`config.mk`:
```
export PLATFORM = sky130hd
export DESIGN_NAME = drc_static_gain_curve
export DESIGN_NICKNAME = d
export VERILOG_FILES = /design/src/rtl/dsgc_pkg.sv /design/src/rtl/dsgc_rdiv.sv /design/src/rtl/drc_static_gain_curve.sv
export SDC_FILE = /design/constraint.sdc
export NUM_CORES = 2
export LEC_CHECK = 0
export ABC_AREA = 1
export BUFFER_PORTS_ARGS = -buffer_cell sky130_fd_sc_hd__clkbuf_2
export CORE_ASPECT_RATIO = 1.1
export CORE_MARGIN = 3
export CORE_UTILIZATION = 50
export DETAILED_ROUTE_END_ITERATION = 12
export PLACE_DENSITY = 0.64
export SYNTH_ARGS = -nofsm -noshare
export SYNTH_HDL_FRONTEND = slang
export SYNTH_SLANG_ARGS = --single-unit
```
`constraint.sdc`:
```
create_clock -name clk -period 11.1 [get_ports clk]
set_clock_uncertainty 0.1 [all_clocks]
set_input_delay 1.665 -clock clk [delete_from_list [all_inputs] [get_ports clk]]
set_output_delay 1.665 -clock clk [all_outputs]
set_load 0.02 [all_outputs]
```
`src/rtl/dsgc_pkg.sv`:
```
// Shared constants and types for the DRC static gain curve.
package dsgc_pkg;

  localparam int FRAC_BITS_DEF = 8;
  localparam int LEVEL_W       = 16;
  localparam int GAIN_W        = 14;
  localparam int ADDR_W        = 5;
  localparam int DATA_W        = 32;
  localparam int K_MAX         = 64;
  localparam int LUT_N         = K_MAX + 1;

  localparam logic signed [GAIN_W-1:0] GAIN_MAX = 14'sh1fff;
  localparam logic signed [GAIN_W-1:0] GAIN_MIN = 14'sh2000;

  localparam logic [2:0] REG_NULL_BAND   = 3'd0;
  localparam logic [2:0] REG_BOOST_MAX   = 3'd1;
  localparam logic [2:0] REG_BOOST_SECT  = 3'd2;
  localparam logic [2:0] REG_CUT_MAX     = 3'd3;
  localparam logic [2:0] REG_CUT_SECT    = 3'd4;

  typedef enum logic [2:0] {
    SEG_BMAX,
    SEG_BO,
    SEG_BI,
    SEG_NULL,
    SEG_CI,
    SEG_CO,
    SEG_CMAX
  } seg_t;

  typedef struct packed {
    logic              vld;
    logic              neg;
    logic signed [6:0] base;
  } tag_t;

endpackage

```
`src/rtl/dsgc_rdiv.sv`:
```
// Segment interpolation: product, rounded division by reciprocal, correction, saturation.
module dsgc_rdiv #(
  parameter int FRAC_BITS = dsgc_pkg::FRAC_BITS_DEF
) (
  input  logic                              clk,
  input  logic                              rst_n,
  input  dsgc_pkg::tag_t                    tag_i,
  input  logic [5:0]                        gmag_i,
  input  logic [FRAC_BITS+6:0]              dist_i,
  input  logic [6:0]                        k_i,
  input  logic [FRAC_BITS+12:0]             recip_i,
  output logic                              valid_o,
  output logic signed [dsgc_pkg::GAIN_W-1:0] gain_o
);

  localparam int NW = FRAC_BITS + 13;
  localparam int QW = FRAC_BITS + 7;
  localparam int VW = (FRAC_BITS + 9 > 15) ? FRAC_BITS + 9 : 15;

  localparam logic signed [VW-1:0] SAT_HI = VW'(dsgc_pkg::GAIN_MAX);
  localparam logic signed [VW-1:0] SAT_LO = VW'(dsgc_pkg::GAIN_MIN);

  dsgc_pkg::tag_t  tag_c_r, tag_d_r, tag_e_r;
  logic [NW-1:0]   p_c_r, p_nxt;
  logic [6:0]      k_c_r;
  logic [NW-1:0]   r_c_r;

  logic [NW-1:0]   n_nxt, n_d_r, n_e_r;
  logic [2*NW-1:0] nr;
  logic [QW-1:0]   q_nxt, q_d_r, q_e_r;
  logic [7:0]      d_nxt, d_d_r, d_e_r;

  logic [NW-1:0]   prod_nxt, prod_e_r;

  logic [NW-1:0]        rem;
  logic                 bump;
  logic [QW-1:0]        q_fin;
  logic signed [VW-1:0] base_q, val;
  logic signed [dsgc_pkg::GAIN_W-1:0] gain_nxt;
  logic                 valid_r;
  logic signed [dsgc_pkg::GAIN_W-1:0] gain_r;

  // product of gain step and distance into the segment
  assign p_nxt = NW'(gmag_i) * NW'(dist_i);

  // numerator 2P + k over divisor 2k; reciprocal estimate is exact or one low
  assign n_nxt = {p_c_r[NW-2:0], 1'b0} + NW'(k_c_r);
  assign nr    = (2*NW)'(n_nxt) * (2*NW)'(r_c_r);
  assign q_nxt = nr[NW+QW-1:NW];
  assign d_nxt = {k_c_r, 1'b0};

  assign prod_nxt = NW'(q_d_r) * NW'(d_d_r);

  always_comb begin
    rem    = n_e_r - prod_e_r;
    bump   = (d_e_r != 8'd0) && (rem >= NW'(d_e_r));
    q_fin  = q_e_r + QW'(bump);
    base_q = VW'(tag_e_r.base) <<< FRAC_BITS;
    if (tag_e_r.neg) begin
      val = base_q - $signed(VW'(q_fin));
    end else begin
      val = base_q + $signed(VW'(q_fin));
    end
    if (val > SAT_HI) begin
      gain_nxt = dsgc_pkg::GAIN_MAX;
    end else if (val < SAT_LO) begin
      gain_nxt = dsgc_pkg::GAIN_MIN;
    end else begin
      gain_nxt = val[dsgc_pkg::GAIN_W-1:0];
    end
  end

  always_ff @(posedge clk) begin
    if (!rst_n) begin
      tag_c_r <= '0;
      tag_d_r <= '0;
      tag_e_r <= '0;
      valid_r <= 1'b0;
    end else begin
      tag_c_r <= tag_i;
      tag_d_r <= tag_c_r;
      tag_e_r <= tag_d_r;
      valid_r <= tag_e_r.vld;
    end
  end

  always_ff @(posedge clk) begin
    p_c_r    <= p_nxt;
    k_c_r    <= k_i;
    r_c_r    <= recip_i;
    n_d_r    <= n_nxt;
    q_d_r    <= q_nxt;
    d_d_r    <= d_nxt;
    n_e_r    <= n_d_r;
    q_e_r    <= q_d_r;
    d_e_r    <= d_d_r;
    prod_e_r <= prod_nxt;
    gain_r   <= gain_nxt;
  end

  assign valid_o = valid_r;
  assign gain_o  = gain_r;

endmodule

```
`src/rtl/drc_static_gain_curve.sv`:
```
// Top level of the DRC static gain curve: register file, curve points, segment select.
//
// Usage: one signed level (dB, FRAC_BITS fraction bits) enters on in_level_db
// with start; busy stays low, so a level can be taken in every cycle.
// Each level gives exactly one gain on out_gain_db, marked by out_valid for a
// single cycle, in the order in which the levels were taken.
// Throughput is one level per clock; the pipeline is input register, compare,
// segment select, multiply, reciprocal multiply, check multiply, round and
// saturate. The receiver cannot hold results off, so nothing ever stalls.
// The curve is set through the APB port (psel/penable/pwrite/paddr/pwdata,
// prdata, pready always high); registers sit at byte addresses 0, 4, 8, 12
// and 16; the user must write them only while no level is in flight, which the
// block itself does not enforce. The curve points are re-derived from the
// registers in the cycle after a write. Synchronous reset (rst_n low) clears
// the register file to zero, giving 0 dB everywhere, and empties the pipeline.
module drc_static_gain_curve #(
  parameter int FRAC_BITS = dsgc_pkg::FRAC_BITS_DEF
) (
  input  logic                                clk,
  input  logic                                rst_n,
  input  logic                                start,
  output logic                                busy,
  input  logic signed [dsgc_pkg::LEVEL_W-1:0] in_level_db,
  output logic                                out_valid,
  output logic signed [dsgc_pkg::GAIN_W-1:0]  out_gain_db,
  input  logic                                psel,
  input  logic                                penable,
  input  logic                                pwrite,
  input  logic [dsgc_pkg::ADDR_W-1:0]         paddr,
  input  logic [dsgc_pkg::DATA_W-1:0]         pwdata,
  output logic [dsgc_pkg::DATA_W-1:0]         prdata,
  output logic                                pready
);

  localparam int CW = (FRAC_BITS + 9 > 17) ? FRAC_BITS + 9 : 17;
  localparam int DW = FRAC_BITS + 7;
  localparam int NW = FRAC_BITS + 13;

  logic [7:0]  null_band_r;
  logic [8:0]  boost_max_r;
  logic [9:0]  boost_sect_r;
  logic [10:0] cut_max_r;
  logic [10:0] cut_sect_r;
  logic        wr_en;
  logic [2:0]  reg_idx;

  logic signed [7:0] nl_nxt, nh_nxt, sbl_nxt, mbl_nxt, scl_nxt, mcl_nxt;
  logic signed [6:0] mbg_nxt, sbg_nxt, scg_nxt, mcg_nxt, gbo_nxt, gco_nxt;
  logic [6:0]        kbo_nxt, kbi_nxt, kci_nxt, kco_nxt;

  logic signed [7:0] nl_r, nh_r, sbl_r, mbl_r, scl_r, mcl_r;
  logic signed [6:0] mbg_r, sbg_r, scg_r, mcg_r, gbo_r, gco_r;
  logic [6:0]        kbo_r, kbi_r, kci_r, kco_r;
  logic [NW-1:0]     rbo_r, rbi_r, rci_r, rco_r;

  logic [NW-1:0] recip_lut [dsgc_pkg::LUT_N];

  logic                                v0_r;
  logic signed [dsgc_pkg::LEVEL_W-1:0] lv0_r;
  logic signed [CW-1:0]                lv0x;

  dsgc_pkg::seg_t                      seg_nxt, seg_a_r;
  logic                                va_r;
  logic signed [dsgc_pkg::LEVEL_W-1:0] lva_r;
  logic signed [CW-1:0]                lvax;

  logic signed [6:0]    g_sel, base_nxt;
  logic signed [CW-1:0] diff;
  logic [6:0]           k_nxt;
  logic [NW-1:0]        r_nxt;
  logic [5:0]           gmag_nxt;
  dsgc_pkg::tag_t       tag_nxt, tag_b_r;
  logic [5:0]           gmag_b_r;
  logic [DW-1:0]        dist_b_r;
  logic [6:0]           k_b_r;
  logic [NW-1:0]        r_b_r;

  function automatic logic signed [CW-1:0] bp_q(input logic signed [7:0] b);
    logic signed [CW-1:0] bx;
    bx   = CW'(b);
    bp_q = bx <<< FRAC_BITS;
  endfunction

  // register file
  assign wr_en   = psel & penable & pwrite;
  assign reg_idx = paddr[4:2];
  assign pready  = 1'b1;
  assign busy    = 1'b0;

  always_ff @(posedge clk) begin
    if (!rst_n) begin
      null_band_r  <= '0;
      boost_max_r  <= '0;
      boost_sect_r <= '0;
      cut_max_r    <= '0;
      cut_sect_r   <= '0;
    end else if (wr_en) begin
      case (reg_idx)
        dsgc_pkg::REG_NULL_BAND:  null_band_r  <= pwdata[7:0];
        dsgc_pkg::REG_BOOST_MAX:  boost_max_r  <= pwdata[8:0];
        dsgc_pkg::REG_BOOST_SECT: boost_sect_r <= pwdata[9:0];
        dsgc_pkg::REG_CUT_MAX:    cut_max_r    <= pwdata[10:0];
        dsgc_pkg::REG_CUT_SECT:   cut_sect_r   <= pwdata[10:0];
        default: ;
      endcase
    end
  end

  always_comb begin
    case (reg_idx)
      dsgc_pkg::REG_NULL_BAND:  prdata = dsgc_pkg::DATA_W'(null_band_r);
      dsgc_pkg::REG_BOOST_MAX:  prdata = dsgc_pkg::DATA_W'(boost_max_r);
      dsgc_pkg::REG_BOOST_SECT: prdata = dsgc_pkg::DATA_W'(boost_sect_r);
      dsgc_pkg::REG_CUT_MAX:    prdata = dsgc_pkg::DATA_W'(cut_max_r);
      dsgc_pkg::REG_CUT_SECT:   prdata = dsgc_pkg::DATA_W'(cut_sect_r);
      default:                  prdata = '0;
    endcase
  end

  // curve points in whole dB; spans in dB (zero where a segment cannot be reached)
  always_comb begin
    nl_nxt  = -$signed({4'd0, null_band_r[3:0]});
    nh_nxt  = $signed({4'd0, null_band_r[7:4]});
    mbg_nxt = $signed({3'd0, boost_max_r[3:0]});
    kbi_nxt = boost_sect_r[0] ? 7'd1 + {2'd0, boost_sect_r[9:5]} : 7'd0;
    sbg_nxt = boost_sect_r[0] ? $signed(7'd1 + {3'd0, boost_sect_r[4:1]}) : 7'sd0;
    sbl_nxt = nl_nxt - $signed({1'b0, kbi_nxt});
    kbo_nxt = (boost_max_r[3:0] != 4'd0) ? 7'd1 + {2'd0, boost_max_r[8:4]} : 7'd0;
    mbl_nxt = (boost_max_r[3:0] != 4'd0) ? sbl_nxt - $signed({1'b0, kbo_nxt}) : nl_nxt;
    mcg_nxt = -$signed({2'd0, cut_max_r[4:0]});
    kci_nxt = cut_sect_r[0] ? 7'd1 + {2'd0, cut_sect_r[10:6]} : 7'd0;
    scg_nxt = cut_sect_r[0] ? -$signed(7'd1 + {2'd0, cut_sect_r[5:1]}) : 7'sd0;
    scl_nxt = nh_nxt + $signed({1'b0, kci_nxt});
    kco_nxt = (cut_max_r[4:0] != 5'd0) ? 7'd1 + {1'b0, cut_max_r[10:5]} : 7'd0;
    mcl_nxt = (cut_max_r[4:0] != 5'd0) ? scl_nxt + $signed({1'b0, kco_nxt}) : nh_nxt;
    gbo_nxt = mbg_nxt - sbg_nxt;
    gco_nxt = mcg_nxt - scg_nxt;
  end

  // floor(2^NW / 2k), zero for an empty span
  for (genvar gi = 0; gi < dsgc_pkg::LUT_N; gi++) begin : g_recip
    localparam logic [63:0] RV = (gi == 0) ? 64'd0 : (64'd1 << NW) / 64'(2 * gi);
    assign recip_lut[gi] = RV[NW-1:0];
  end

  always_ff @(posedge clk) begin
    nl_r  <= nl_nxt;
    nh_r  <= nh_nxt;
    sbl_r <= sbl_nxt;
    mbl_r <= mbl_nxt;
    scl_r <= scl_nxt;
    mcl_r <= mcl_nxt;
    mbg_r <= mbg_nxt;
    sbg_r <= sbg_nxt;
    scg_r <= scg_nxt;
    mcg_r <= mcg_nxt;
    gbo_r <= gbo_nxt;
    gco_r <= gco_nxt;
    kbo_r <= kbo_nxt;
    kbi_r <= kbi_nxt;
    kci_r <= kci_nxt;
    kco_r <= kco_nxt;
    rbo_r <= recip_lut[kbo_nxt];
    rbi_r <= recip_lut[kbi_nxt];
    rci_r <= recip_lut[kci_nxt];
    rco_r <= recip_lut[kco_nxt];
  end

  // stage 0: input register
  always_ff @(posedge clk) begin
    if (!rst_n) begin
      v0_r <= 1'b0;
    end else begin
      v0_r <= start & ~busy;
    end
  end

  always_ff @(posedge clk) begin
    lv0_r <= in_level_db;
  end

  // stage A: locate the segment
  assign lv0x = CW'(lv0_r);

  always_comb begin
    if (lv0x < bp_q(mbl_r)) begin
      seg_nxt = dsgc_pkg::SEG_BMAX;
    end else if (lv0x <= bp_q(sbl_r)) begin
      seg_nxt = dsgc_pkg::SEG_BO;
    end else if (lv0x <= bp_q(nl_r)) begin
      seg_nxt = dsgc_pkg::SEG_BI;
    end else if (lv0x <= bp_q(nh_r)) begin
      seg_nxt = dsgc_pkg::SEG_NULL;
    end else if (lv0x <= bp_q(scl_r)) begin
      seg_nxt = dsgc_pkg::SEG_CI;
    end else if (lv0x <= bp_q(mcl_r)) begin
      seg_nxt = dsgc_pkg::SEG_CO;
    end else begin
      seg_nxt = dsgc_pkg::SEG_CMAX;
    end
  end

  always_ff @(posedge clk) begin
    if (!rst_n) begin
      va_r <= 1'b0;
    end else begin
      va_r <= v0_r;
    end
  end

  always_ff @(posedge clk) begin
    seg_a_r <= seg_nxt;
    lva_r   <= lv0_r;
  end

  // stage B: segment operands
  assign lvax = CW'(lva_r);

  always_comb begin
    base_nxt = 7'sd0;
    g_sel    = 7'sd0;
    diff     = '0;
    k_nxt    = 7'd0;
    r_nxt    = '0;
    case (seg_a_r)
      dsgc_pkg::SEG_BMAX: begin
        base_nxt = mbg_r;
      end
      dsgc_pkg::SEG_BO: begin
        base_nxt = sbg_r;
        g_sel    = gbo_r;
        diff     = bp_q(sbl_r) - lvax;
        k_nxt    = kbo_r;
        r_nxt    = rbo_r;
      end
      dsgc_pkg::SEG_BI: begin
        g_sel = sbg_r;
        diff  = bp_q(nl_r) - lvax;
        k_nxt = kbi_r;
        r_nxt = rbi_r;
      end
      dsgc_pkg::SEG_NULL: ;
      dsgc_pkg::SEG_CI: begin
        g_sel = scg_r;
        diff  = lvax - bp_q(nh_r);
        k_nxt = kci_r;
        r_nxt = rci_r;
      end
      dsgc_pkg::SEG_CO: begin
        base_nxt = scg_r;
        g_sel    = gco_r;
        diff     = lvax - bp_q(scl_r);
        k_nxt    = kco_r;
        r_nxt    = rco_r;
      end
      dsgc_pkg::SEG_CMAX: begin
        base_nxt = mcg_r;
      end
      default: ;
    endcase
    gmag_nxt     = g_sel[6] ? 6'(-g_sel) : g_sel[5:0];
    tag_nxt.vld  = va_r;
    tag_nxt.neg  = g_sel[6];
    tag_nxt.base = base_nxt;
  end

  always_ff @(posedge clk) begin
    if (!rst_n) begin
      tag_b_r <= '0;
    end else begin
      tag_b_r <= tag_nxt;
    end
  end

  always_ff @(posedge clk) begin
    gmag_b_r <= gmag_nxt;
    dist_b_r <= diff[DW-1:0];
    k_b_r    <= k_nxt;
    r_b_r    <= r_nxt;
  end

  dsgc_rdiv #(
    .FRAC_BITS (FRAC_BITS)
  ) u_rdiv (
    .clk     (clk),
    .rst_n   (rst_n),
    .tag_i   (tag_b_r),
    .gmag_i  (gmag_b_r),
    .dist_i  (dist_b_r),
    .k_i     (k_b_r),
    .recip_i (r_b_r),
    .valid_o (out_valid),
    .gain_o  (out_gain_db)
  );

endmodule
```
==> flow_summary.yaml <==
detailed_routing:
  drtAntennaViolNets: 0
  drc: 0
  routed_via_density: 5.31
  num_vias: 36200
  drtPass1Iterations: 5
  wl_per_cell_um: 17.6
  routed_wl_mm: 120
  drt_iter0_drc: 2703
hold_path:
  hp-class: "reg -> reg"
logic_synthesis:
  async_flop_share_pct: 0
  yosys.area.top_type: "dfxtp_1"
  synth_flop_cell: "dfxtp_1"
  synth_edf_count: 0
  synth_warnings: 0
  synth.most_common_cell: "nand2_1"
  ys_types: 70
  netlist_top_cells_count: "nand2_1 (1280), inv_1 (1068), dfxtp_1 (523)"
  syn_area_um2: 43500
  ys_seq_area_share_pct: 24.1
  synth_area_per_cell_um2: 7.72
  ys_ff_latch: 523
  synth_top_area_share_pct: 24.1
  synth.area.top_cells: "dfxtp_1 (24%), fa_1 (22%), nand2_1 (11%)"
  netlist_instances: 5634
cells_and_area:
  area_growth_pct: 7.45
  n_antenna_cell: 0
  multi_input_area_um2: 28200
  layout.cells.non_filler: 6812
  drive_gt1_share_pct: 4.62
  register_area_um2: 10500
  final_core_util_pct: 54.7
  nFillCells: 8305
  nets: 6530
clocking:
  clkTransAtPathRegs_ns: 0.06
  cts-root-buf: "clkbuf_16"
  cts_hold_buffers: 0
  ctsResizeCount: 0
  cts_max_path_buffers: 3
  numCtsBuffers: 55
  clock_latency_ns: 0.65
  cts.sinks: 523
  h-tree-depth: 2
  cts_setup_buffers: 0
  cts_tree: "yes"
sta:
  maxSlewHeadroom_pct: 22.1
  drv_slew: 0
  rsz0062_at_grt: "no"
  setup_viol: 0
  worst_pin_slew_ns: 1.17
  hold_violations: 0
  post-route-min-period_ns: 8.64
  finalSetupTns_ns: 0
  fmax_mhz: 116
  post-route-period-util_pct: 77.8
die:
  start_util_pct: 50.9
  std_cell_rows: 112
  core_area_um2: 85500
  dieArea_um2: 90500
  ios: 108
  die_w_um: 287
  dieHeight_um: 315
place:
  portBuffers: 61
  place_inst: 6712
  globalplace.congestion: 0.941
  dp_hpwl_mm: 93.5
worst_setup_path:
  path_buf_inv: 4
  critPathMostFrequentCell: "fa_1"
  critPathTopFamily: "adder cells"
  crit_path_end_kind: "flop"
  max_stage_delay_ns: 0.79
  cpMaxStageDelayCell: "clkinv_1"
  crit_type: "reg -> reg"
  crit_required_ns: 11.46
  crit_path_start_kind: "flop"
  critPathMaxFanout: 17
  crit_arrival_ns: 9.00
grt:
  grt_max_degree: 51
  grt_antenna_before_repair: 1
  first_global_vias: 36100
  overflow: 0
  grt_use_total_pct: 26.9
  grt_pass1_wl_mm: 193
power_and_ir_drop:
  p_leak_nw: 22.8
  irDropWorstVdd_uv: 121
  p_total_mw: 4.60
  p_per_area_nw_per_um2: 98.4
status:
  outcome: "finished, final reports clean"
flow_run:
  maxCapViolCount: 0
sequential cells by signal (all words and copies together), names as in the netlist, 16 cells and up:
signal           cells
rco_r               21
u_rdiv.p_c_r        20
u_rdiv.prod_e_r     20
u_rdiv.n_d_r        21
rbo_r               21
rbi_r               21
rci_r               21
u_rdiv.n_e_r        21
r_b_r               21
lv0_r               16
u_rdiv.r_c_r        21
cell families (layout without fill, tap and decap cells):
group,count (synthesis),after routing,synth area share (%)
compound gates,744,744,9.86
other cells,2,23,0.0173
mux,1,1,0.0230
simple gates,2130,2130,19.9
fa+ha+maj,842,842,32.3
buf+inv,1268,1285,11.3
xor+xnor,124,124,2.50
flops,523,523,24.1
stage by stage:
step | cell area (µm²) | hold slack, ns | setup WS, ns
detailed placement | 44800 | 0.212 | 2.56
global placement | 44800 | 0.210 | 2.60
floorplan | 43600 | 0.210 | 3.91
finish | 46700 | 0.223 | 2.46
global route | 46700 | 0.228 | 2.01
CTS | 46700 | 0.223 | 2.47
layout by cell type, fill, tap and decap left out, types with 7 or more instances in the layout:
cell / netlist / routed
nand2_1: 1280 / 1280
inv_1: 1068 / 1068
dfxtp_1: 523 / 523
nor2_1: 481 / 481
fa_1: 469 / 469
ha_1: 373 / 373
o21ai_0: 294 / 294
a21oi_1: 252 / 252
nand3_1: 196 / 195
xor2_1: 90 / 90
clkbuf_2: 0 / 61
nand4_1: 55 / 55
clkbuf_16: 0 / 55
nor3_1: 49 / 48
buf_4: 23 / 40
xnor2_1: 34 / 34
o211ai_1: 24 / 24
conb_1: 2 / 23
a31oi_1: 19 / 19
a221oi_1: 18 / 18
or2_2: 14 / 14
o31ai_1: 14 / 14
o21bai_1: 14 / 14
o22ai_1: 13 / 13
o2111ai_1: 13 / 13
nor4_1: 12 / 12
a211oi_1: 11 / 11
nand2_2: 11 / 11
clkinv_4: 0 / 10
o221ai_1: 9 / 9
clkinv_1: 9 / 9
nor2_2: 8 / 8
inv_2: 7 / 7
a21o_1: 7 / 7
clkinv_2: 0 / 7
routing by layer:
metal / part of all wire (%) / vias up / global-route usage (%)
li1: - / 17500 / -
met1: 41 / 17200 / 34.4
met2: 48 / 1243 / 46.5
met3: 6.2 / 283 / 2.96
met4: 4.2 / 0 / 10.7
met5: 0 / - / 0
final cells by class:
cell class              count  share of cell area [%]
well taps                1140                    3.05
clock inverters            37                    1.01
inverters                1084                    8.71
repair buffers            101                    1.30
flip-flops and latches    523                    22.4
multi-input cells        3864                    60.4
clock buffers              63                    3.14
final timing paths:
kind                                 startpoint          endpoint  slack [ns]  cells past startpoint
worst max-delay path            u_rdiv.p_c_r[0]  u_rdiv.q_d_r[12]        2.46                     29
worst min-delay path            u_rdiv.n_d_r[1]   u_rdiv.n_e_r[1]        0.22                      0
worst max register to register  u_rdiv.p_c_r[0]  u_rdiv.q_d_r[12]        2.46                     29
worst min register to register  u_rdiv.n_d_r[1]   u_rdiv.n_e_r[1]        0.22                      0
power breakdown:
group          internal [mW]  switching (mW)
clock                   1.11           0.818
combinational          0.214           0.437
sequential              1.95          0.0735
total                   3.27            1.33
No activity file was read; power rests on OpenSTA's default activity.
